File: src/hdl/hptm_pkg.sv
// Shared types, constants and register codes of the heading PID thruster mixer.
package hptm_pkg;

    localparam int ACC_WIDTH_DEFAULT = 40;

    localparam int ANGLE_W   = 18;
    localparam int DIFF_W    = 19;
    localparam int HEADING_W = 16;
    localparam int GAIN_W    = 16;
    localparam int DRIVE_W   = 24;
    localparam int COUNT_W   = 5;
    localparam int OFFSET_W  = 15;
    localparam int CFG_IDX_W = 3;
    localparam int MAG_W     = 64;   // holds |error_sum| at the widest accumulator

    localparam logic [COUNT_W-1:0] CAPTURE_SAMPLE = 5'd5;
    localparam logic [COUNT_W-1:0] COUNT_LIMIT    = 5'd20;

    // 180 and 360 degrees in 1/128 degree
    localparam logic signed [ANGLE_W-1:0] HALF_TURN = 18'sd23040;
    localparam logic signed [ANGLE_W-1:0] FULL_TURN = 18'sd46080;

    // dead-band offsets: 2.1, 2.2 and 4.4 in 1/256 units
    localparam int STILL_OFFSET   = 538;
    localparam int MOVE_THRESHOLD = 563;
    localparam int MOVE_OFFSET    = 1126;

    localparam logic [60:0] KI_TERM_LIMIT = {1'b1, 60'd0};

    localparam logic OP_COMPASS = 1'b0;
    localparam logic OP_TICK    = 1'b1;

    typedef enum logic [CFG_IDX_W-1:0] {
        REG_COMPASS_KP   = 3'd0,
        REG_COMPASS_KI   = 3'd1,
        REG_COMPASS_KD   = 3'd2,
        REG_IMAGE_KP     = 3'd3,
        REG_IMAGE_KI     = 3'd4,
        REG_IMAGE_KD     = 3'd5,
        REG_CRUISE_SPEED = 3'd6
    } cfg_reg_t;

    typedef struct packed {
        logic [GAIN_W-1:0]        compass_kp;
        logic [GAIN_W-1:0]        compass_ki;
        logic [GAIN_W-1:0]        compass_kd;
        logic [GAIN_W-1:0]        image_kp;
        logic [GAIN_W-1:0]        image_ki;
        logic [GAIN_W-1:0]        image_kd;
        logic signed [GAIN_W-1:0] cruise_speed;
    } hptm_cfg_t;

    // result of the state stage for one transaction
    typedef struct packed {
        logic                      tick;
        logic                      use_image;
        logic signed [ANGLE_W-1:0] err;
        logic signed [DIFF_W-1:0]  diff;
        logic [HEADING_W-1:0]      heading;
    } hptm_track_t;

    typedef struct packed {
        logic                 tick;
        logic [HEADING_W-1:0] heading;
    } hptm_meta_t;

    // load enables of the arithmetic stages
    typedef struct packed {
        logic s2;
        logic s3;
        logic s4;
        logic s5;
    } hptm_load_t;

endpackage

File: src/hdl/hptm_mix.sv
// PID products, rounding, drive mixing and dead band: four register stages.
module hptm_mix
    import hptm_pkg::*;
#(
    parameter int ACC_WIDTH = ACC_WIDTH_DEFAULT
)
(
    input  logic                        clk,
    input  hptm_load_t                  load,
    input  hptm_cfg_t                   cfg,
    input  hptm_track_t                 trk,
    input  logic signed [ACC_WIDTH-1:0] err_sum,
    output logic signed [DRIVE_W-1:0]   left_drive,
    output logic signed [DRIVE_W-1:0]   right_drive,
    output logic [HEADING_W-1:0]        heading,
    output logic                        drive_valid
);

    // stage 2: partial products
    hptm_meta_t          meta2_reg;
    logic                neg2_reg;
    logic signed [34:0]  pp_kp2_reg;
    logic signed [35:0]  pp_kd2_reg;
    logic [47:0]         ki_lo2_reg, ki_hi2_reg;
    // stage 3: P+D sum and saturated I term
    hptm_meta_t          meta3_reg;
    logic signed [36:0]  pd3_reg;
    logic signed [61:0]  kit3_reg;
    // stage 4: rounded PID output
    hptm_meta_t          meta4_reg;
    logic signed [51:0]  pid4_reg;
    // stage 5: result
    logic signed [DRIVE_W-1:0] left_reg, right_reg;
    logic [HEADING_W-1:0]      heading_reg;
    logic                      dvalid_reg;

    logic [GAIN_W-1:0]   kp, ki, kd;
    logic [MAG_W-1:0]    sum_ext, mag;
    logic [79:0]         prod;
    logic [60:0]         kmag;
    logic signed [61:0]  kit;
    logic signed [62:0]  p_sum;
    logic signed [53:0]  left_raw, right_raw;

    function automatic logic signed [DRIVE_W-1:0] dead_band(
        input logic signed [53:0] d,
        input logic signed [GAIN_W-1:0] cruise
    );
        logic signed [54:0] e;
        e = 55'(d);
        if (cruise == 16'sd0)
        begin
            if (d < 54'sd0)
                e = e - 55'(STILL_OFFSET);
            else if (d > 54'sd0)
                e = e + 55'(STILL_OFFSET);
        end
        else if (!cruise[GAIN_W-1])
        begin
            if (d < 54'(MOVE_THRESHOLD))
                e = e - 55'(MOVE_OFFSET);
        end
        if (e > 55'sd8388607)
            dead_band = {1'b0, {(DRIVE_W-1){1'b1}}};
        else if (e < -55'sd8388608)
            dead_band = {1'b1, {(DRIVE_W-1){1'b0}}};
        else
            dead_band = e[DRIVE_W-1:0];
    endfunction

    always_comb
    begin
        kp = trk.use_image ? cfg.image_kp : cfg.compass_kp;
        ki = trk.use_image ? cfg.image_ki : cfg.compass_ki;
        kd = trk.use_image ? cfg.image_kd : cfg.compass_kd;
        sum_ext = MAG_W'(err_sum);
        mag = err_sum[ACC_WIDTH-1] ? MAG_W'(0) - sum_ext : sum_ext;

        // |sum| * ki, clamped to 2^60
        prod = {ki_hi2_reg, 32'd0} + 80'(ki_lo2_reg);
        kmag = (prod > 80'(KI_TERM_LIMIT)) ? KI_TERM_LIMIT : prod[60:0];
        kit  = neg2_reg ? -$signed({1'b0, kmag}) : $signed({1'b0, kmag});

        // floor((P + 1024) / 2048)
        p_sum = 63'(pd3_reg) + 63'(kit3_reg) + 63'sd1024;

        left_raw  = 54'(cfg.cruise_speed) - 54'(pid4_reg);
        right_raw = 54'(cfg.cruise_speed) + 54'(pid4_reg);
    end

    always_ff @(posedge clk)
    begin
        if (load.s2)
        begin
            meta2_reg.tick    <= trk.tick;
            meta2_reg.heading <= trk.heading;
            neg2_reg          <= err_sum[ACC_WIDTH-1];
            pp_kp2_reg        <= 35'($signed({1'b0, kp})) * 35'(trk.err);
            pp_kd2_reg        <= 36'($signed({1'b0, kd})) * 36'(trk.diff);
            ki_lo2_reg        <= 48'(mag[31:0]) * 48'(ki);
            ki_hi2_reg        <= 48'(mag[63:32]) * 48'(ki);
        end
        if (load.s3)
        begin
            meta3_reg <= meta2_reg;
            pd3_reg   <= 37'(pp_kp2_reg) + 37'(pp_kd2_reg);
            kit3_reg  <= kit;
        end
        if (load.s4)
        begin
            meta4_reg <= meta3_reg;
            pid4_reg  <= p_sum[62:11];
        end
        if (load.s5)
        begin
            heading_reg <= meta4_reg.heading;
            dvalid_reg  <= meta4_reg.tick;
            left_reg    <= meta4_reg.tick ? dead_band(left_raw, cfg.cruise_speed) : '0;
            right_reg   <= meta4_reg.tick ? dead_band(right_raw, cfg.cruise_speed) : '0;
        end
    end

    assign left_drive  = left_reg;
    assign right_drive = right_reg;
    assign heading     = heading_reg;
    assign drive_valid = dvalid_reg;

endmodule

File: config.mk
export PLATFORM = sky130hd
export DESIGN_NAME = hptm_mix
export DESIGN_NICKNAME = d
export VERILOG_FILES = /design/src/hdl/hptm_pkg.sv /design/src/hdl/hptm_mix.sv
export SDC_FILE = /design/constraint.sdc
export NUM_CORES = 2
export LEC_CHECK = 0
export BUFFER_PORTS_ARGS = -buffer_cell sky130_fd_sc_hd__buf_2
export CAP_MARGIN = 20
export CORE_UTILIZATION = 50
export CTS_CLUSTER_DIAMETER = 30
export DETAILED_ROUTE_END_ITERATION = 10
export GPL_TIMING_DRIVEN = 0
export PLACE_DENSITY = 0.66
export REMOVE_ABC_BUFFERS = 1
export SLEW_MARGIN = 20
export SYNTH_ARGS = -nofsm -noshare
export SYNTH_HDL_FRONTEND = slang
export SYNTH_SLANG_ARGS = --single-unit
File: constraint.sdc
create_clock -name clk -period 12.2 [get_ports clk]
set_input_delay 2.44 -clock clk [delete_from_list [all_inputs] [get_ports clk]]
set_output_delay 2.44 -clock clk [all_outputs]
set_load 0.02 [all_outputs]
# Word-level counts from Yosys, hierarchy flattened

Index checks and enable logic that the tools add are counted.

Output and inout bits: 65
Register bits: 435

$add $sub $neg: 14
Mux-type cells: 22
$mul: 4
Reduce and logical (&&, ||, !) cells: 3
Order comparisons: 11
Bitwise operators: 1

Operators with widths:

| cell                   | number |
|---|---|
| $mux 55                | 12 |
| $mux 61                | 2 |
| $gt 55x24->1 const B   | 2 |
| $lt 55x24->1 const B   | 2 |
| $add 53x11->54 const B | 2 |
| $sub 53x11->54 const B | 2 |
| $sub 53x12->54 const B | 2 |
| $gt 53x1->1 const B    | 2 |
| $lt 53x1->1 const B    | 2 |
| $lt 53x11->1 const B   | 2 |
| $mul 32x16->48         | 2 |
| $add 80x48->80         | 1 |
| $gt 80x61->1 const B   | 1 |
| $mux 64                | 1 |
| $add 37x62->63         | 1 |
| $add 63x12->63 const B | 1 |
| $neg 61->62            | 1 |
| $add 16x52->53         | 1 |
| $sub 16x52->53         | 1 |
| $mux 16                | 3 |
| $mux 24                | 2 |
| $mux 23                | 2 |
| $sub 1x40->41 const A  | 1 |
| $add 35x36->37         | 1 |
| 5 further kinds        | 6 |

# Logic depth before layout (Yosys ltp)

Depth after elaboration: 9
Mapped depth: 43

# Least setup slack after synthesis

OpenSTA, ideal clock, no wires.

Path type: input port to flip-flop
From: input port err_sum[4]
To: register ki_hi2_reg[26] (data pin)
Data arrival time: 11.128 ns
Slack: 0.814 ns
Stages on the path: 33
Path through: or4_1 nor4_1 nand4bb_1 nand2b_1 nand2b_1 or4_1 nand2b_1 or4_1 or4_1 o31ai_1 xor2_1 nor2_1 fa_1 inv_1 fa_1 inv_1 fa_1 inv_1 fa_1 inv_1 fa_1 inv_1 fa_1 inv_1 ha_1 nand3_1 a2bb2oi_1 a31oi_1 a211o_1 a31oi_1 a21oi_1 a21oi_1 xnor2_1

Cells in the longest elaborated chain, start to end: 3

RTL lines:

| item                   | line            | text |
|---|---|---|
| start: declaration     | hptm_mix.sv:12  | `input logic signed [ACC_WIDTH-1:0] err_sum,` |
| $sub 1x40->41          | hptm_mix.sv:77  | `mag = err_sum[ACC_WIDTH-1] ? MAG_W'(0) - sum_ext : sum_ext;` |
| $mux 64                | hptm_mix.sv:77  |  |
| $mul 32x16->48         | hptm_mix.sv:101 | `ki_hi2_reg <= 48'(mag[63:32]) * 48'(ki);` |
| end signal: assignment | hptm_mix.sv:101 |  |
| end: declaration       | hptm_mix.sv:24  | `logic [47:0] ki_lo2_reg, ki_hi2_reg;` |

Every way passes these cells.
A chain may end at the register's enable or synchronous reset.

# Worst setup path after layout

From: input port err_sum[4]
To: register ki_lo2_reg[45] (data pin)

Cells in the longest elaborated chain, start to end: 3

RTL lines:

| item                   | line            | text |
|---|---|---|
| $sub 1x40->41          | hptm_mix.sv:77  |  |
| $mux 64 *              | hptm_mix.sv:77  |  |
| $mul 32x16->48 *       | hptm_mix.sv:100 | `ki_lo2_reg <= 48'(mag[31:0]) * 48'(ki);` |
| end signal: assignment | hptm_mix.sv:100 |  |
| end: declaration       | hptm_mix.sv:24  |  |

Every way passes the cells marked *; elsewhere a longest branch is shown, timed or not.

==> impl_metrics.toml <==
[clocking]
clock_latency_reported_for_the_late_side_of_the_worst_skew_pair_ns = 0.68
tritoncts_buffers = 94
htree_num_levels = 3
tritoncts_num_sinks = 435
cts_hold_buf = 0
clock_tree.buffer_depth = 3
clock_transition_at_the_registers_of_the_reported_paths_ns = 0.06
cts_tree = "done"
cts.root.buffer_cell = "sky130_fd_sc_hd__clkbuf_16"

[timing]
fin_skew_ns = 0.0500
post-route-min-period_ns = 11.69
timing.fmax_ghz = 0.0856
final-hold-violation-count = 0
totalNegativeSetupSlack_ns = 0
period_share_pct = 95.8
worst_hold_slack_ns = 0.414
slew_violations = 0
worst_slew_pin_slew_ns = 1.28
final_report_setup_violation_count = 0
maxSlewHeadroom_pct = 14.1

[final_layout]
final_nets = 11700
drive_above_1_share_pct = 7.57
area_growth_pct = 9.30
fin_util_pct = 55.3
stdcell_area_sq_um = 91500
largest_register_ffs = 62

[detailed_routing]
wl_per_cell_um = 21.9
drt-vias-per-instance = 5.85
drt_pass_1_iters = 6
vias = 69200
postRouteAntennaNets = 0
detail_route.drc_violations = 0
routed_wl_mm = 258
iter_0_drt_violations = 5331

[synthesis]
yosysSeqAreaShare_pct = 15.6
synth_enable_flop_cells = 435
post_synthesis_cell_area_sq_um = 83700
synth_xor_area_share_pct = 5.25
synth_compound_gate_area_share_pct = 11.2
postSynthRegisterBits = 435
syn_area_per_cell_sq_um = 8.96
largest_family_of_logic_cells_by_synthesized_area = "adder cells"
netlist.area_leader.share_pct = 29.7
synth.distinct_cells = 122
synthTopCellsByArea = "sky130_fd_sc_hd__fa_1, sky130_fd_sc_hd__edfxtp_1, sky130_fd_sc_hd__ha_1, sky130_fd_sc_hd__inv_1, sky130_fd_sc_hd__nand2_1"
post_synth_and_or_nand_nor_area_fraction_pct = 18.3
dominant_synthesized_flop_cell = "sky130_fd_sc_hd__edfxtp_1"
synth_top_cell_by_area = "sky130_fd_sc_hd__fa_1"
synth.area.mux_share_pct = 1.01
synth_fa_ha_area_share_pct = 40.2
synthCells = 9349
async_reset_ff_share_pct = 0
synth.yosys.warnings = 0

[grt]
grt_use_total_pct = 30.6
antenna_found_initial = 6
pin_count_of_the_biggest_net_entering_global_routing = 102
grt_pass1_vias = 70800
globalRouteOverflowTotal = 0
grt_pass1_wl_mm = 401
grt.met3_usage_pct = 4.01
use_met1_pct = 38.0
grt_met2_use_pct = 51.1
busiest_layer = "met2"

[placed_design]
dp_hpwl_mm = 212
globalplace.congestion = 1.05
port_buf_inserts = 276
placed_cell_area_sq_um = 88100

[setup_path]
timing.critical_path.from_type = "primary input"
critical_path_required_ns = 12.58
path_common_cell = "sky130_fd_sc_hd__fa_1"
critical-path-max-stage-delay_ns = 0.73
reg2reg_slack_ns = 2.96
cpMaxStageDelayCell = "sky130_fd_sc_hd__o41ai_1"
crit_arrival_ns = 12.07
critical_path_peak_fanout = 12
critical_path_class = "primary input to flip-flop"
crit_path_end_kind = "flip-flop"

[die]
pin_count = 277
die_h_um = 411
core_sq_um = 166000
core.rowCount = 149
design.die.area_sq_um = 169000
chipWidth_um = 411
starting_density_of_the_core_pct = 50.6

[flow_run]
max_cap_viol_count = 0

[worst_hold_path]
hold_class = "flip-flop to flip-flop"

[status]
status = "finished, final reports clean"
## path summary, 6_finish.rpt
kind,to,start,depth (start not counted)
worst max-delay path,ki_lo2_reg[45]$_DFFE_PP_,err_sum[4],31
worst min-delay path,meta3_reg[10]$_DFFE_PP_,meta2_reg[10]$_DFFE_PP_,0
worst max register to register,left_drive[6]$_SDFFCE_PN0P_,pid4_reg[12]$_DFFE_PP_,20
worst min register to register,meta3_reg[10]$_DFFE_PP_,meta2_reg[10]$_DFFE_PP_,0
## cells in the final DEF, fill, tap and decap left out, types with 22 or more instances in the layout
| cell type | synthesis | layout |
|---|---|---|
| sky130_fd_sc_hd__inv_1 | 1564 | 1564 |
| sky130_fd_sc_hd__fa_1 | 1241 | 1241 |
| sky130_fd_sc_hd__nand2_1 | 1067 | 1067 |
| sky130_fd_sc_hd__ha_1 | 706 | 706 |
| sky130_fd_sc_hd__nor2_1 | 612 | 611 |
| sky130_fd_sc_hd__edfxtp_1 | 435 | 435 |
| sky130_fd_sc_hd__a21oi_1 | 389 | 389 |
| sky130_fd_sc_hd__xnor2_1 | 349 | 320 |
| sky130_fd_sc_hd__buf_2 | 20 | 273 |
| sky130_fd_sc_hd__nor2b_1 | 231 | 230 |
| sky130_fd_sc_hd__nor3_1 | 224 | 222 |
| sky130_fd_sc_hd__o21ai_0 | 220 | 219 |
| sky130_fd_sc_hd__and2_1 | 181 | 181 |
| sky130_fd_sc_hd__nand3_1 | 167 | 167 |
| sky130_fd_sc_hd__xor2_1 | 149 | 140 |
| sky130_fd_sc_hd__a21o_1 | 119 | 119 |
| sky130_fd_sc_hd__nand4_1 | 103 | 103 |
| sky130_fd_sc_hd__clkbuf_16 | 0 | 94 |
| sky130_fd_sc_hd__nor4_1 | 89 | 84 |
| sky130_fd_sc_hd__and3_1 | 83 | 83 |
| sky130_fd_sc_hd__nand2b_1 | 80 | 80 |
| sky130_fd_sc_hd__or3_1 | 77 | 77 |
| sky130_fd_sc_hd__a31oi_1 | 69 | 69 |
| sky130_fd_sc_hd__conb_1 | 2 | 68 |
| sky130_fd_sc_hd__o31ai_1 | 65 | 63 |
| sky130_fd_sc_hd__o21a_1 | 62 | 62 |
| sky130_fd_sc_hd__a211oi_1 | 55 | 53 |
| sky130_fd_sc_hd__or2_2 | 45 | 45 |
| sky130_fd_sc_hd__o21bai_1 | 45 | 45 |
| sky130_fd_sc_hd__mux2_2 | 41 | 40 |
| sky130_fd_sc_hd__or4_1 | 40 | 38 |
| sky130_fd_sc_hd__o211ai_1 | 35 | 35 |
| sky130_fd_sc_hd__xnor2_2 | 2 | 31 |
| sky130_fd_sc_hd__o41ai_1 | 29 | 28 |
| sky130_fd_sc_hd__buf_6 | 7 | 25 |
| sky130_fd_sc_hd__o31a_1 | 23 | 23 |
| sky130_fd_sc_hd__and4_1 | 23 | 22 |
## synth_stat cells (41+ instances only)
master / n
sky130_fd_sc_hd__a211oi_1: 55
sky130_fd_sc_hd__o31ai_1: 65
sky130_fd_sc_hd__xor2_1: 149
sky130_fd_sc_hd__o21a_1: 62
sky130_fd_sc_hd__and3_1: 83
sky130_fd_sc_hd__nand2_1: 1067
sky130_fd_sc_hd__a21o_1: 119
sky130_fd_sc_hd__inv_1: 1564
sky130_fd_sc_hd__xnor2_1: 349
sky130_fd_sc_hd__or3_1: 77
sky130_fd_sc_hd__nor4_1: 89
sky130_fd_sc_hd__and2_1: 181
sky130_fd_sc_hd__nand2b_1: 80
sky130_fd_sc_hd__clkbuf_1: 228
sky130_fd_sc_hd__nand4_1: 103
sky130_fd_sc_hd__mux2_2: 41
sky130_fd_sc_hd__or2_2: 45
sky130_fd_sc_hd__a31oi_1: 69
sky130_fd_sc_hd__nand3_1: 167
sky130_fd_sc_hd__nor2b_1: 231
sky130_fd_sc_hd__nor3_1: 224
sky130_fd_sc_hd__a21oi_1: 389
sky130_fd_sc_hd__o21bai_1: 45
sky130_fd_sc_hd__o21ai_0: 220
sky130_fd_sc_hd__edfxtp_1: 435
sky130_fd_sc_hd__ha_1: 706
sky130_fd_sc_hd__fa_1: 1241
sky130_fd_sc_hd__nor2_1: 612
## final cells by class
type | count | area [sq um]
clock buffers | 102 | 2380
fillers | 15000 | 74000
inverters | 1571 | 5900
well taps | 2189 | 2740
diodes | 8 | 20.0
multi-input cells | 7119 | 64500
repair buffers | 332 | 2120
clock inverters | 71 | 827
flip-flops and latches | 435 | 13100
## cells by family after synthesis
kind of cell	Yosys count
AOI/OAI and AO/OA	1394
xor gates and xnor gates	500
and+or+nand+nor	3131
adders and majority gates	1947
DFF	435
other	2
buffers and inverters	1861
muxes	79
## stage by stage
| stage | setup WS [ns] | std cells |
|---|---|---|
| after global placement | -1.09 | 11600 |
| final | 0.512 | 11800 |
| after floorplan | 0.785 | 9125 |
| after detailed placement | -0.904 | 11600 |
| after global routing | -0.0519 | 11800 |
| after CTS | 0.0401 | 11800 |
## repair_timing
action	4_1_cts	5_1_grt
setup buffers	0	5
resized for setup	1	15
pin swaps	0	4
endpoints found under the setup margin	4	10
cloned	0	0
## routing by layer
metal / up-vias / wire (um) / part of all wire [%]
li1: 31300 / - / -
met1: 34400 / 101000 / 39
met2: 2795 / 123000 / 47
met3: 632 / 17100 / 6.6
met4: 4 / 17400 / 6.7
met5: - / 24 / 0.0093
## critical path: cells and delay by family
kind	cells	cell delay, ns
xor+xnor	2	0.61
simple gates	8	2.49
compound gates	8	2.59
buf+inv	6	0.44
fa+ha+maj	7	3.50
Power is not shown: default switching activity piles up to over one toggle a cycle in this logic, so the estimate is an artifact.
