`src/hdl/hptm_pkg.sv`:
```
// Shared types, constants and register codes of the heading PID thruster mixer.
package hptm_pkg;

    localparam int ACC_WIDTH_DEFAULT = 40;

    localparam int ANGLE_W   = 18;
    localparam int DIFF_W    = 19;
    localparam int HEADING_W = 16;
    localparam int GAIN_W    = 16;
    localparam int DRIVE_W   = 24;
    localparam int COUNT_W   = 5;
    localparam int OFFSET_W  = 15;
    localparam int CFG_IDX_W = 3;
    localparam int MAG_W     = 64;   // holds |error_sum| at the widest accumulator

    localparam logic [COUNT_W-1:0] CAPTURE_SAMPLE = 5'd5;
    localparam logic [COUNT_W-1:0] COUNT_LIMIT    = 5'd20;

    // 180 and 360 degrees in 1/128 degree
    localparam logic signed [ANGLE_W-1:0] HALF_TURN = 18'sd23040;
    localparam logic signed [ANGLE_W-1:0] FULL_TURN = 18'sd46080;

    // dead-band offsets: 2.1, 2.2 and 4.4 in 1/256 units
    localparam int STILL_OFFSET   = 538;
    localparam int MOVE_THRESHOLD = 563;
    localparam int MOVE_OFFSET    = 1126;

    localparam logic [60:0] KI_TERM_LIMIT = {1'b1, 60'd0};

    localparam logic OP_COMPASS = 1'b0;
    localparam logic OP_TICK    = 1'b1;

    typedef enum logic [CFG_IDX_W-1:0] {
        REG_COMPASS_KP   = 3'd0,
        REG_COMPASS_KI   = 3'd1,
        REG_COMPASS_KD   = 3'd2,
        REG_IMAGE_KP     = 3'd3,
        REG_IMAGE_KI     = 3'd4,
        REG_IMAGE_KD     = 3'd5,
        REG_CRUISE_SPEED = 3'd6
    } cfg_reg_t;

    typedef struct packed {
        logic [GAIN_W-1:0]        compass_kp;
        logic [GAIN_W-1:0]        compass_ki;
        logic [GAIN_W-1:0]        compass_kd;
        logic [GAIN_W-1:0]        image_kp;
        logic [GAIN_W-1:0]        image_ki;
        logic [GAIN_W-1:0]        image_kd;
        logic signed [GAIN_W-1:0] cruise_speed;
    } hptm_cfg_t;

    // result of the state stage for one transaction
    typedef struct packed {
        logic                      tick;
        logic                      use_image;
        logic signed [ANGLE_W-1:0] err;
        logic signed [DIFF_W-1:0]  diff;
        logic [HEADING_W-1:0]      heading;
    } hptm_track_t;

    typedef struct packed {
        logic                 tick;
        logic [HEADING_W-1:0] heading;
    } hptm_meta_t;

    // load enables of the arithmetic stages
    typedef struct packed {
        logic s2;
        logic s3;
        logic s4;
        logic s5;
    } hptm_load_t;

endpackage

```
`src/hdl/hptm_track.sv`:
```
// Heading tracking and PID state update: one transaction per load.
module hptm_track
    import hptm_pkg::*;
#(
    parameter int ACC_WIDTH = ACC_WIDTH_DEFAULT
)
(
    input  logic                        clk,
    input  logic                        rst_n,
    input  logic                        load,
    input  logic                        opcode,
    input  logic signed [15:0]          raw_yaw,
    input  logic signed [17:0]          target_angle,
    input  logic                        use_image,
    input  logic signed [16:0]          image_x,
    output hptm_track_t                 trk,
    output logic signed [ACC_WIDTH-1:0] err_sum
);

    localparam logic signed [ACC_WIDTH-1:0] AMAX = {1'b0, {(ACC_WIDTH-1){1'b1}}};
    localparam logic signed [ACC_WIDTH-1:0] AMIN = {1'b1, {(ACC_WIDTH-1){1'b0}}};

    logic [HEADING_W-1:0]         heading_reg, heading_next;
    logic [OFFSET_W-1:0]          offset_reg, offset_next;
    logic [COUNT_W-1:0]           count_reg, count_next;
    logic signed [ACC_WIDTH-1:0]  sum_reg, sum_next;
    logic signed [ANGLE_W-1:0]    last_err_reg, last_err_next;
    hptm_track_t                  trk_reg, trk_next;

    logic [OFFSET_W-1:0]          off_use;
    logic signed [ANGLE_W-1:0]    h_raw, h_wrap1, h_wrap2;
    logic signed [ANGLE_W-1:0]    tgt0, tgt1, tgt2, err_sel;
    logic signed [DIFF_W-1:0]     diff;
    logic signed [ACC_WIDTH:0]    sum_wide;
    logic signed [ACC_WIDTH-1:0]  sum_sat;

    always_comb
    begin
        // compass path: capture reference on the sixth sample, if it is positive
        off_use = ((count_reg == CAPTURE_SAMPLE) && (raw_yaw > 16'sd0)) ?
                  raw_yaw[OFFSET_W-1:0] : offset_reg;
        h_raw   = ANGLE_W'(raw_yaw) - $signed({3'b000, off_use}) + HALF_TURN;
        h_wrap1 = (h_raw < 18'sd0) ? h_raw + FULL_TURN : h_raw;
        h_wrap2 = (h_wrap1 > FULL_TURN) ? h_wrap1 - FULL_TURN : h_wrap1;

        // control path: target held to heading until the reference is set
        tgt0 = (count_reg <= CAPTURE_SAMPLE) ? $signed({2'b00, heading_reg}) : target_angle;
        tgt1 = (tgt0 > FULL_TURN) ? tgt0 - FULL_TURN : tgt0;
        tgt2 = (tgt1 < 18'sd0) ? tgt1 + FULL_TURN : tgt1;
        err_sel = use_image ? ANGLE_W'(image_x) : tgt2 - $signed({2'b00, heading_reg});
        diff    = DIFF_W'(err_sel) - DIFF_W'(last_err_reg);

        sum_wide = (ACC_WIDTH+1)'(sum_reg) + (ACC_WIDTH+1)'(err_sel);
        if (sum_wide[ACC_WIDTH] != sum_wide[ACC_WIDTH-1])
        begin
            sum_sat = sum_wide[ACC_WIDTH] ? AMIN : AMAX;
        end
        else
        begin
            sum_sat = sum_wide[ACC_WIDTH-1:0];
        end

        heading_next  = heading_reg;
        offset_next   = offset_reg;
        count_next    = count_reg;
        sum_next      = sum_reg;
        last_err_next = last_err_reg;
        trk_next      = trk_reg;

        if (load)
        begin
            trk_next.use_image = use_image;
            if (opcode == OP_COMPASS)
            begin
                offset_next  = off_use;
                heading_next = h_wrap2[HEADING_W-1:0];
                if (count_reg < COUNT_LIMIT)
                begin
                    count_next = count_reg + 5'd1;
                end
                trk_next.tick    = 1'b0;
                trk_next.err     = '0;
                trk_next.diff    = '0;
                trk_next.heading = h_wrap2[HEADING_W-1:0];
            end
            else
            begin
                sum_next         = sum_sat;
                last_err_next    = err_sel;
                trk_next.tick    = 1'b1;
                trk_next.err     = err_sel;
                trk_next.diff    = diff;
                trk_next.heading = heading_reg;
            end
        end
    end

    always_ff @(posedge clk or negedge rst_n)
    begin
        if (!rst_n)
        begin
            heading_reg  <= '0;
            offset_reg   <= '0;
            count_reg    <= '0;
            sum_reg      <= '0;
            last_err_reg <= '0;
        end
        else
        begin
            heading_reg  <= heading_next;
            offset_reg   <= offset_next;
            count_reg    <= count_next;
            sum_reg      <= sum_next;
            last_err_reg <= last_err_next;
        end
    end

    always_ff @(posedge clk)
    begin
        trk_reg <= trk_next;
    end

    assign trk     = trk_reg;
    assign err_sum = sum_reg;   // accumulator after the transaction held in trk_reg

endmodule

```
`config.mk`:
```
export PLATFORM = sky130hd
export DESIGN_NAME = hptm_track
export DESIGN_NICKNAME = d
export VERILOG_FILES = /design/src/hdl/hptm_pkg.sv /design/src/hdl/hptm_track.sv
export SDC_FILE = /design/constraint.sdc
export NUM_CORES = 1
export LEC_CHECK = 0
export ABC_AREA = 1
export BUFFER_PORTS_ARGS = -buffer_cell sky130_fd_sc_hd__buf_2
export CORE_MARGIN = 1.5
export CORE_UTILIZATION = 46
export DETAILED_ROUTE_END_ITERATION = 12
export PLACE_DENSITY = 0.73
export SLEW_MARGIN = 20
export SYNTH_ARGS = -nofsm -noshare
export SYNTH_HDL_FRONTEND = slang
export SYNTH_SLANG_ARGS = --single-unit
```
`constraint.sdc`:
```
create_clock -name clk -period 5.94 [get_ports clk]
set_input_delay 0.594 -clock clk [delete_from_list [all_inputs] [get_ports clk]]
set_output_delay 0.594 -clock clk [all_outputs]
set_load 0.01 [all_outputs]
```
# [After elaboration in Yosys (flattened, before gate mapping)]
# Index checks and enable logic that the tools add are counted.
[word_totals] regBits=149 latchBits=0 ramBits=0 romBits=0 inputBits=56 out_inout_bits=95 n_memories=0
[op_classes] n_addsub=10 n_mul=0 div=0 order_cmp=7 n_eq_ne=2 shifts=0 muxes=11 bitwise=1 reduce_logical=4
[ops] cell="$mux 18" count=5
[ops] cell="$mux 40" count=2
[ops] cell="$add 40x18->41" count=1
[ops] cell="$add 18x17->18 const B" count=2
[ops] cell="$gt 18x17->1 const B" count=2
[ops] cell="$lt 18x1->1 const B" count=2
[ops] cell="$mux 16" count=2
[ops] cell="$sub 18x18->19" count=1
[ops] cell="$add 17x16->18 const B" count=1
[ops] cell="$sub 18x17->18" count=1
[ops] cell="$sub 18x17->18 const B" count=1
[ops] cell="$sub 16x16->17" count=1
[ops] cell="$gt 16x1->1 const B" count=1
[ops] cell="$sub 16x16->16 const B" count=1
[ops] cell="$mux 15" count=1
[ops] cell="$add 5x1->5 const B" count=1
[ops] cell="$eq 5x3->1 const B" count=1
[ops] cell="$le 5x3->1 const B" count=1
[ops] cell="$lt 5x5->1 const B" count=1
[ops] cell="$reduce_and 2->1" count=2
[ops] cell="$reduce_and 3->1" count=1
[ops] cell="$logic_and 1x1->1" count=1
[ops] cell="$mux 1" count=1
[ops] cell="$ne 1x1->1" count=1
[ops] cell="$not 1->1" count=1

# [Longest topological paths before layout]
# Gate-level depths: netlist (run 1).
[depth] depth_word=11 depth_mapped=51 depth_no_buf=50

# [Worst setup path before layout (run 1)]
# No wires, ideal clock.
[synth_timing] path_type="register to register" start="register count_reg[0]" end="register sum_reg[0], in the netlist err_sum[0]" setup_time_ns=0.122 t_arrival_ns=6.152 required_ns=5.818 setup_slack_ns=-0.335 path_stages_with_launch=47 n_path_buf=3 path_cell_list="dfrtp_1 -> ha_1 -> nand2_1 -> clkinv_1 -> nand2_2 -> nand2_4 -> buf_2 -> nand2_1 -> nand2_2 -> nor2_1 -> nand2_1 -> nor2_1 -> nand3_2 -> nand2_4 -> xor2_2 -> xor2_1 -> inv_1 -> ha_1 -> [11 not listed] -> nand3_2 -> nand2_2 -> inv_1 -> ha_1 -> a21oi_1 -> inv_1 -> nor2_1 -> o21ai_0 -> a21oi_1 -> o21a_1 -> o21ai_1 -> nand3_1 -> nand3_1 -> xor2_2 -> a31oi_1 -> buf_2 -> buf_4 -> a21oi_1"
[synth_between] elab_chain_cells=11
[synth_lines] item="start: declaration" line_no="hptm_track.sv:25" rtl="logic [COUNT_W-1:0] count_reg, count_next;"
[synth_lines] item="start signal: assignment" line_no="hptm_track.sv:112" rtl="count_reg <= count_next;"
[synth_lines] item="$le 5x3->1 *" line_no="hptm_track.sv:47" rtl="tgt0 = (count_reg <= CAPTURE_SAMPLE) ? $signed({2'b00, heading_reg}) : target_angle;"
[synth_lines] item="$mux 18 *" line_no="hptm_track.sv:47"
[synth_lines] item="$sub 18x17->18 / $gt 18x17->1 (equally long branches)" line_no="hptm_track.sv:48" rtl="tgt1 = (tgt0 > FULL_TURN) ? tgt0 - FULL_TURN : tgt0;"
[synth_lines] item="$mux 18 *" line_no="hptm_track.sv:48"
[synth_lines] item="$add 18x17->18 / $lt 18x1->1 (equally long branches)" line_no="hptm_track.sv:49" rtl="tgt2 = (tgt1 < 18'sd0) ? tgt1 + FULL_TURN : tgt1;"
[synth_lines] item="$mux 18 *" line_no="hptm_track.sv:49"
[synth_lines] item="$sub 18x17->18 *" line_no="hptm_track.sv:50" rtl="err_sel = use_image ? ANGLE_W'(image_x) : tgt2 - $signed({2'b00, heading_reg});"
[synth_lines] item="$mux 18 *" line_no="hptm_track.sv:50"
[synth_lines] item="named net err_sel[17]" line_no="hptm_track.sv:32" rtl="logic signed [ANGLE_W-1:0] tgt0, tgt1, tgt2, err_sel;"
[synth_lines] item="$add 40x18->41 *" line_no="hptm_track.sv:53" rtl="sum_wide = (ACC_WIDTH+1)'(sum_reg) + (ACC_WIDTH+1)'(err_sel);"
[synth_lines] item="$mux 40 / $ne 1x1->1 (equally long branches)" line_no="hptm_track.sv:56, hptm_track.sv:54"
[synth_lines] item="$mux 40 *" line_no="hptm_track.sv:54" rtl="if (sum_wide[ACC_WIDTH] != sum_wide[ACC_WIDTH-1])"
[synth_lines] item="end signal: assignment" line_no="hptm_track.sv:113" rtl="sum_reg <= sum_next;"
[synth_lines] item="end: declaration" line_no="hptm_track.sv:26" rtl="logic signed [ACC_WIDTH-1:0] sum_reg, sum_next;"
# Mark *: on every way through the listed nets, which the timed path passes. The rest lies on a longest branch.
# A chain may end at the register's enable or synchronous reset.

# [Worst setup path after layout (run 1)]
[layout_timing] start="register count_reg[0]" end="register sum_reg[5], in the netlist err_sum[5]"
# The elaborated chain is that of the path after synthesis.

==> metrics.txt, run 1 <==
# TYPE chip_impl_metric gauge
chip_impl_info{name="outcome",value="complete, but fails checks"} 1
chip_impl_metric{name="net_count_after_synthesis",unit=""} 1724
chip_impl_info{name="failed_checks",value="setup timing"} 1
chip_impl_info{name="root_buffer",value="clkbuf_16"} 1
chip_impl_metric{name="die_y",unit="microns"} 162.7
chip_impl_metric{name="maxCapViolCount",unit=""} 0
chip_impl_metric{name="cts_hold_buffers",unit=""} 0
chip_impl_metric{name="critical_path.n_buffers_inverters",unit=""} 10
chip_impl_metric{name="drive_above_1_share",unit="%"} 29.65
chip_impl_info{name="worst-setup-path-type",value="flop to flop"} 1
chip_impl_metric{name="achievable-frequency",unit="GHz"} 0.1559
chip_impl_info{name="rsz_0062_raised_after_global_routing",value="yes"} 1
chip_impl_metric{name="cts.clk_slew.worst_paths",unit="ps"} 70
chip_impl_metric{name="preCtsSetupSlack",unit="ps"} -454.7
chip_impl_metric{name="drt_pass1_iterations",unit=""} 5
chip_impl_metric{name="placementRows",unit=""} 58
chip_impl_metric{name="dieArea",unit="sq mm"} 0.02647
chip_impl_metric{name="tightestPinTransition",unit="ps"} 966.6
chip_impl_metric{name="setup_viol_count_final",unit=""} 40
chip_impl_metric{name="total_number_of_vias",unit=""} 11960
chip_impl_metric{name="syn-mean-instance-area",unit="sq um"} 7.560
chip_impl_metric{name="dpl-instance-area",unit="sq mm"} 0.01455
chip_impl_metric{name="netlist_area",unit="sq mm"} 0.01173
chip_impl_info{name="timing.hold.worst.class",value="input port to async pin"} 1
chip_impl_metric{name="post_drt_wl_per_cell",unit="microns"} 15.93
chip_impl_metric{name="finalWirelength",unit="mm"} 36.18
chip_impl_metric{name="synth_warnings",unit=""} 0
chip_impl_metric{name="dr.first_iter.drc_count",unit=""} 797
chip_impl_metric{name="yosysTopAreaCellShare",unit="%"} 20.05
chip_impl_metric{name="clock_tree.buffer_depth",unit=""} 2
chip_impl_metric{name="count_of_final_hold_check_violations",unit=""} 0
chip_impl_metric{name="vias_in_the_first_global_route",unit=""} 11100
chip_impl_metric{name="finalCritPeriodShare",unit="%"} 108.0
chip_impl_metric{name="maxSlewViolCount",unit=""} 0
chip_impl_info{name="cell_class_contributing_the_biggest_share_of_worst_path_delay",value="simple AND/OR/NAND/NOR gates"} 1
chip_impl_metric{name="later_pin_clock_latency_in_the_skew_report",unit="ps"} 440
chip_impl_metric{name="post-route-min-period",unit="ps"} 6416
chip_impl_metric{name="cts-htree-levels",unit=""} 4
chip_impl_metric{name="drt_drc_violations_left",unit=""} 0
chip_impl_metric{name="grt.total_usage",unit="%"} 26.84
chip_impl_metric{name="post-route-cell-area",unit="sq mm"} 0.01597
chip_impl_metric{name="global_route_wire_length_before_repair",unit="mm"} 55.89
chip_impl_metric{name="worst_path_largest_cell_delay",unit="ps"} 400
chip_impl_metric{name="netlist_instances",unit=""} 1552
chip_impl_metric{name="postSynthRegisterBits",unit=""} 149
chip_impl_metric{name="ys_types",unit=""} 50
chip_impl_info{name="cpMostUsedCell",value="nand2_1"} 1
chip_impl_metric{name="areaGrowthSynthToFinish",unit="%"} 36.15
chip_impl_metric{name="grt-ovfl-total",unit=""} 0
chip_impl_metric{name="cp_data_required_time",unit="ps"} 6270
chip_impl_metric{name="floorplan.io_pins",unit=""} 151
chip_impl_metric{name="timing.setup.tns",unit="ps"} -17330
chip_impl_metric{name="fp.coreArea",unit="sq mm"} 0.02511
chip_impl_metric{name="route.detailed.vias_per_inst",unit=""} 5.266
chip_impl_metric{name="final.setup.worst_slack",unit="ps"} -475.8
chip_impl_metric{name="grt_max_degree",unit=""} 57
chip_impl_metric{name="slew_headroom",unit="%"} 34.88
chip_impl_metric{name="finalWeightedCongestion",unit=""} 0.9958
chip_impl_metric{name="finalCoreUtilization",unit="%"} 63.62
chip_impl_info{name="layout.cells.most_common",value="nand2_1"} 1
chip_impl_metric{name="floorplan.initialDensity",unit="%"} 46.73
chip_impl_info{name="worst_setup_path_start_kind",value="flop"} 1
chip_impl_info{name="endpoint_kind",value="flop"} 1
chip_impl_metric{name="finish.net_count",unit=""} 2098
chip_impl_metric{name="flip_flop_count_of_the_largest_register_after_layout",unit=""} 55
chip_impl_metric{name="synth-seq-area-share",unit="%"} 34.13
chip_impl_metric{name="io_buffers",unit=""} 150
chip_impl_metric{name="skew",unit="ps"} 15.68
chip_impl_metric{name="critPathArrivalTime",unit="ps"} 6740
chip_impl_metric{name="ant_nets",unit=""} 0
chip_impl_info{name="crit_slowest_cell",value="dfrtp_1"} 1
chip_impl_metric{name="detailedPlacementHpwl",unit="mm"} 26.77
chip_impl_metric{name="cts.sinks",unit=""} 149
chip_impl_metric{name="initial_antenna_violation_count",unit=""} 2
chip_impl_metric{name="die_w",unit="microns"} 162.7
chip_impl_info{name="post-synth-top-area-cell",value="dfrtp_1"} 1
chip_impl_metric{name="worst-path-max-fanout",unit=""} 13
chip_impl_info{name="ys_top_cells_by_area",value="dfrtp_1, edfxtp_1, ha_1, nand2_1, a21oi_1"} 1
chip_impl_info{name="cts_tree",value="built"} 1
chip_impl_info{name="most-common-layout-cells",value="nand2_1, buf_4, inv_1"} 1
chip_impl_metric{name="tritoncts.num_buffers",unit=""} 17
==> Yosys cell counts (all sizes together) <==
library cell / n
or2: 4
nor2: 150
and2: 3
a21boi: 2
fa: 4
edfxtp: 55
o221a: 3
a31oi: 11
mux2i: 10
nand3b: 6
inv: 175
dfrtp: 94
buf: 17
ha: 112
nand4: 8
a21oi: 149
o211ai: 3
a211oi: 1
nand3: 78
o21a: 11
a31o: 1
clkbuf: 21
a21o: 5
a221oi: 1
o21ai: 133
xor2: 58
o221ai: 4
nor4: 7
and3: 2
nand2: 378
o21bai: 6
nor3: 16
o2111ai: 4
xnor2: 18
clkinv: 2
==> timing repair <==
item | CTS | global route
buffers inserted | 8 | 16
gates resized for setup | 28 | 95
pin swaps | 10 | 33
cloned | 2 | 4
setup endpoints to repair | 39 | 44
==> cells by family (layout without fill, tap and decap cells) <==
logic type	after synthesis	in the layout	synth area share, %
compound gates	334	334	15.60
other cells	0	2	0
fa+ha+maj	116	116	12.63
flops	149	149	34.13
simple gates	652	652	23.57
buf+inv	215	602	7.358
xor+xnor	76	76	5.865
mux	10	10	0.8532
==> layer usage <==
metal,track usage [%],up-vias,part of all wire [%]
met1,35.69,5566,44
met4,9.800,0,3.3
met3,2.750,71,5.5
met2,45.18,381,47
met5,0,-,0
li1,-,5940,-
==> worst reg2reg max path, delay by kind of cell (launching register included) <==
family                     cells  cell delay [ps]
AOI/OAI and AO/OA              7              980
xor gates and xnor gates       1              140
adders and majority gates      4              970
buffers and inverters         10             1250
DFF                            1              400
and+or+nand+nor               27             2550
==> final cells by class <==
| cell class | count | area [sq um] |
|---|---|---|
| Clock inverter | 14 | 157.7 |
| Clock buffer | 18 | 429.2 |
| Multi-Input combinational cell | 1188 | 7493 |
| Tap cell | 330 | 412.9 |
| Inverter | 177 | 673.1 |
| Fill cell | 2145 | 9135 |
| Sequential cell | 149 | 4004 |
| Timing Repair Buffer | 393 | 2799 |
| Antenna cell | 2 | 5.005 |
==> stage by stage <==
| stage | instances | hold WS, ps |
|---|---|---|
| floorplan | 1552 | 298.4 |
| global placement | 2207 | 461.9 |
| detailed placement | 2207 | 466.0 |
| CTS | 2249 | 168.7 |
| global route | 2271 | 198.6 |
| finish | 2271 | 163.3 |
==> worst paths after layout <==
check / from / endpoint / slack, ps / depth (start not counted)
setup / recovery: count_reg[0]$_DFFE_PN0P_ / err_sum[5]$_DFFE_PN0P_ / -480 / 49
hold / removal: rst_n / last_err_reg[8]$_DFFE_PN0P_ / 160 / 1
setup reg to reg: count_reg[0]$_DFFE_PN0P_ / err_sum[5]$_DFFE_PN0P_ / -480 / 49
hold reg to reg: offset_reg[14]$_DFFE_PN0P_ / offset_reg[14]$_DFFE_PN0P_ / 490 / 2
max in group asynchronous: rst_n / err_sum[30]$_DFFE_PN0P_ / 4590 / 2
min in group clk: offset_reg[14]$_DFFE_PN0P_ / offset_reg[14]$_DFFE_PN0P_ / 490 / 2
Power of run 1 is left out: the tool's default activity adds up to more than one toggle a clock period on the data nets, which glitch-free logic cannot reach.
==> run 2: changes to the inputs <==
CELL_PAD_IN_SITES_DETAIL_PLACEMENT = 0   (was default)
CELL_PAD_IN_SITES_GLOBAL_PLACEMENT = 1   (was default)
CORE_ASPECT_RATIO = 0.8   (was default)
CORE_UTILIZATION = 39   (was 46)
PLACE_DENSITY = 0.82   (was 0.73)
==> metrics.txt, run 2 (same netlist as run 1, synthesis figures left out) <==
# TYPE chip_impl_metric gauge
chip_impl_metric{name="io_buffers",unit=""} 150
chip_impl_metric{name="floorplan.initialDensity",unit="%"} 39.87
chip_impl_metric{name="finalCritPeriodShare",unit="%"} 108.0
chip_impl_metric{name="drt_drc_violations_left",unit=""} 0
chip_impl_metric{name="finalCoreUtilization",unit="%"} 55.04
chip_impl_info{name="endpoint_kind",value="flop"} 1
chip_impl_info{name="cpMostUsedCell",value="nand3_2"} 1
chip_impl_metric{name="flip_flop_count_of_the_largest_register_after_layout",unit=""} 55
chip_impl_metric{name="layout.cells.non_filler",unit=""} 2333
chip_impl_metric{name="dr.first_iter.drc_count",unit=""} 897
chip_impl_metric{name="maxCapViolCount",unit=""} 0
chip_impl_metric{name="drt_pass1_iterations",unit=""} 6
chip_impl_info{name="outcome",value="complete, but fails checks"} 1
chip_impl_metric{name="clock_tree.buffer_depth",unit=""} 2
chip_impl_info{name="timing.hold.worst.class",value="input port to async pin"} 1
chip_impl_metric{name="global_route_wire_length_before_repair",unit="mm"} 59.71
chip_impl_info{name="rsz_0062_raised_after_global_routing",value="yes"} 1
chip_impl_info{name="layout.cells.most_common",value="nand2_1"} 1
chip_impl_info{name="timing.critical_path.from",value="count_reg[0]$_DFFE_PN0P_"} 1
chip_impl_metric{name="tritoncts.num_buffers",unit=""} 17
chip_impl_metric{name="cts-htree-levels",unit=""} 4
chip_impl_metric{name="final.setup.worst_slack",unit="ps"} -477.7
chip_impl_metric{name="holdWs",unit="ps"} 195.6
chip_impl_metric{name="die_w",unit="microns"} 196.9
chip_impl_metric{name="worst-path-max-fanout",unit=""} 9
chip_impl_metric{name="achievable-frequency",unit="GHz"} 0.1558
chip_impl_metric{name="cts.sinks",unit=""} 149
chip_impl_info{name="worst-setup-path-type",value="flop to flop"} 1
chip_impl_metric{name="post-route-min-period",unit="ps"} 6418
chip_impl_metric{name="fp.coreArea",unit="sq mm"} 0.02943
chip_impl_info{name="cell_class_contributing_the_biggest_share_of_worst_path_delay",value="simple AND/OR/NAND/NOR gates"} 1
chip_impl_metric{name="cp_data_required_time",unit="ps"} 6250
chip_impl_metric{name="skew",unit="ps"} 13.99
chip_impl_metric{name="tightestPinTransition",unit="ps"} 1123
chip_impl_info{name="root_buffer",value="clkbuf_16"} 1
chip_impl_info{name="endpoint",value="err_sum[1]$_DFFE_PN0P_"} 1
chip_impl_metric{name="placementRows",unit=""} 56
chip_impl_metric{name="grt-ovfl-total",unit=""} 0
chip_impl_metric{name="finish.net_count",unit=""} 2115
chip_impl_metric{name="areaGrowthSynthToFinish",unit="%"} 38.05
chip_impl_metric{name="drive_above_1_share",unit="%"} 30.01
chip_impl_metric{name="setup_slack_reg_to_reg",unit="ps"} -480
chip_impl_info{name="reg2reg_from",value="count_reg[0]$_DFFE_PN0P_"} 1
chip_impl_metric{name="worst_path_largest_cell_delay",unit="ps"} 400
chip_impl_metric{name="critPathArrivalTime",unit="ps"} 6730
chip_impl_metric{name="dieArea",unit="sq mm"} 0.03114
chip_impl_metric{name="reg2regPathDepth",unit=""} 48
chip_impl_metric{name="vias_in_the_first_global_route",unit=""} 11010
chip_impl_metric{name="setup_viol_count_final",unit=""} 40
chip_impl_metric{name="finalWeightedCongestion",unit=""} 0.9216
chip_impl_metric{name="route.detailed.vias_per_inst",unit=""} 5.092
chip_impl_metric{name="grt_max_degree",unit=""} 67
chip_impl_metric{name="post-place-cells",unit=""} 2275
chip_impl_info{name="cts_tree",value="built"} 1
chip_impl_metric{name="grt.total_usage",unit="%"} 24.81
chip_impl_metric{name="total_number_of_vias",unit=""} 11880
chip_impl_metric{name="timing.critical_path.depth",unit=""} 48
chip_impl_metric{name="filler_cells_inserted",unit=""} 2808
chip_impl_info{name="crit_slowest_cell",value="dfrtp_1"} 1
chip_impl_metric{name="antenna-diode-count",unit=""} 0
chip_impl_info{name="most-common-layout-cells",value="nand2_1, buf_4, inv_1"} 1
chip_impl_metric{name="die_y",unit="microns"} 158.1
chip_impl_metric{name="post_drt_wl_per_cell",unit="microns"} 16.61
chip_impl_metric{name="initial_antenna_violation_count",unit=""} 0
chip_impl_metric{name="later_pin_clock_latency_in_the_skew_report",unit="ps"} 430
chip_impl_metric{name="count_of_final_hold_check_violations",unit=""} 0
chip_impl_metric{name="maxSlewViolCount",unit=""} 0
chip_impl_info{name="worst_setup_path_start_kind",value="flop"} 1
chip_impl_metric{name="critical_path.n_buffers_inverters",unit=""} 12
chip_impl_metric{name="finalWirelength",unit="mm"} 38.75
chip_impl_metric{name="detailedPlacementHpwl",unit="mm"} 29.37
chip_impl_info{name="failed_checks",value="setup timing"} 1
chip_impl_metric{name="slew_headroom",unit="%"} 24.36
chip_impl_info{name="critical_path.reg2reg.endpoint",value="err_sum[1]$_DFFE_PN0P_"} 1
chip_impl_metric{name="cts.clk_slew.worst_paths",unit="ps"} 70
chip_impl_metric{name="ant_nets",unit=""} 0
chip_impl_metric{name="floorplan.io_pins",unit=""} 151
## run 2: worst min path at each step
| stage | to | slack (ps) | cells past startpoint |
|---|---|---|---|
| after detailed placement | offset_reg[11]$_DFFE_PN0P_ | 470 | 2 |
| final | offset_reg[14]$_DFFE_PN0P_ | 200 | 1 |
| after CTS | offset_reg[14]$_DFFE_PN0P_ | 220 | 1 |
| after global routing | offset_reg[14]$_DFFE_PN0P_ | 240 | 1 |
| after floorplan | count_reg[0]$_DFFE_PN0P_ | 300 | 0 |
| after global placement | offset_reg[11]$_DFFE_PN0P_ | 460 | 2 |
## run 2: final cells by class
class | instances | area [sq um] | share of cell area, %
Clock inverter | 11 | 146.4 | 0.9038
Inverter | 177 | 678.2 | 4.187
Timing Repair Buffer | 409 | 2929 | 18.08
Sequential cell | 149 | 4004 | 24.72
Multi-Input combinational cell | 1189 | 7507 | 46.35
Tap cell | 377 | 471.7 | 2.912
Clock buffer | 21 | 460.4 | 2.843
## run 2: layer usage
metal	up-vias	wire, microns	global-route usage [%]
li1	5975	-	-
met1	5539	20110	38.14
met2	341	16010	36.61
met3	24	2223	3.622
met4	0	399	4.653
met5	-	0	0
## run 2: per-stage QoR
step	instance area (sq um)	worst slack (ps)	setup TNS [ps]
after floorplan	11910	-216.5	-6702
after global placement	14810	-216.9	-7599
after detailed placement	14810	-474.2	-16260
after CTS	15680	-274.5	-9826
after global routing	16200	-876.4	-33580
final	16200	-477.7	-17500
## run 2: timing repair
item,4_1_cts,5_1_grt
setup endpoints to repair,40,50
cloned,2,5
pin swaps,2,22
gates resized for setup,30,82
setup buffers,8,12
hold buffers,0,0
Power of run 2 is left out for the same reason.
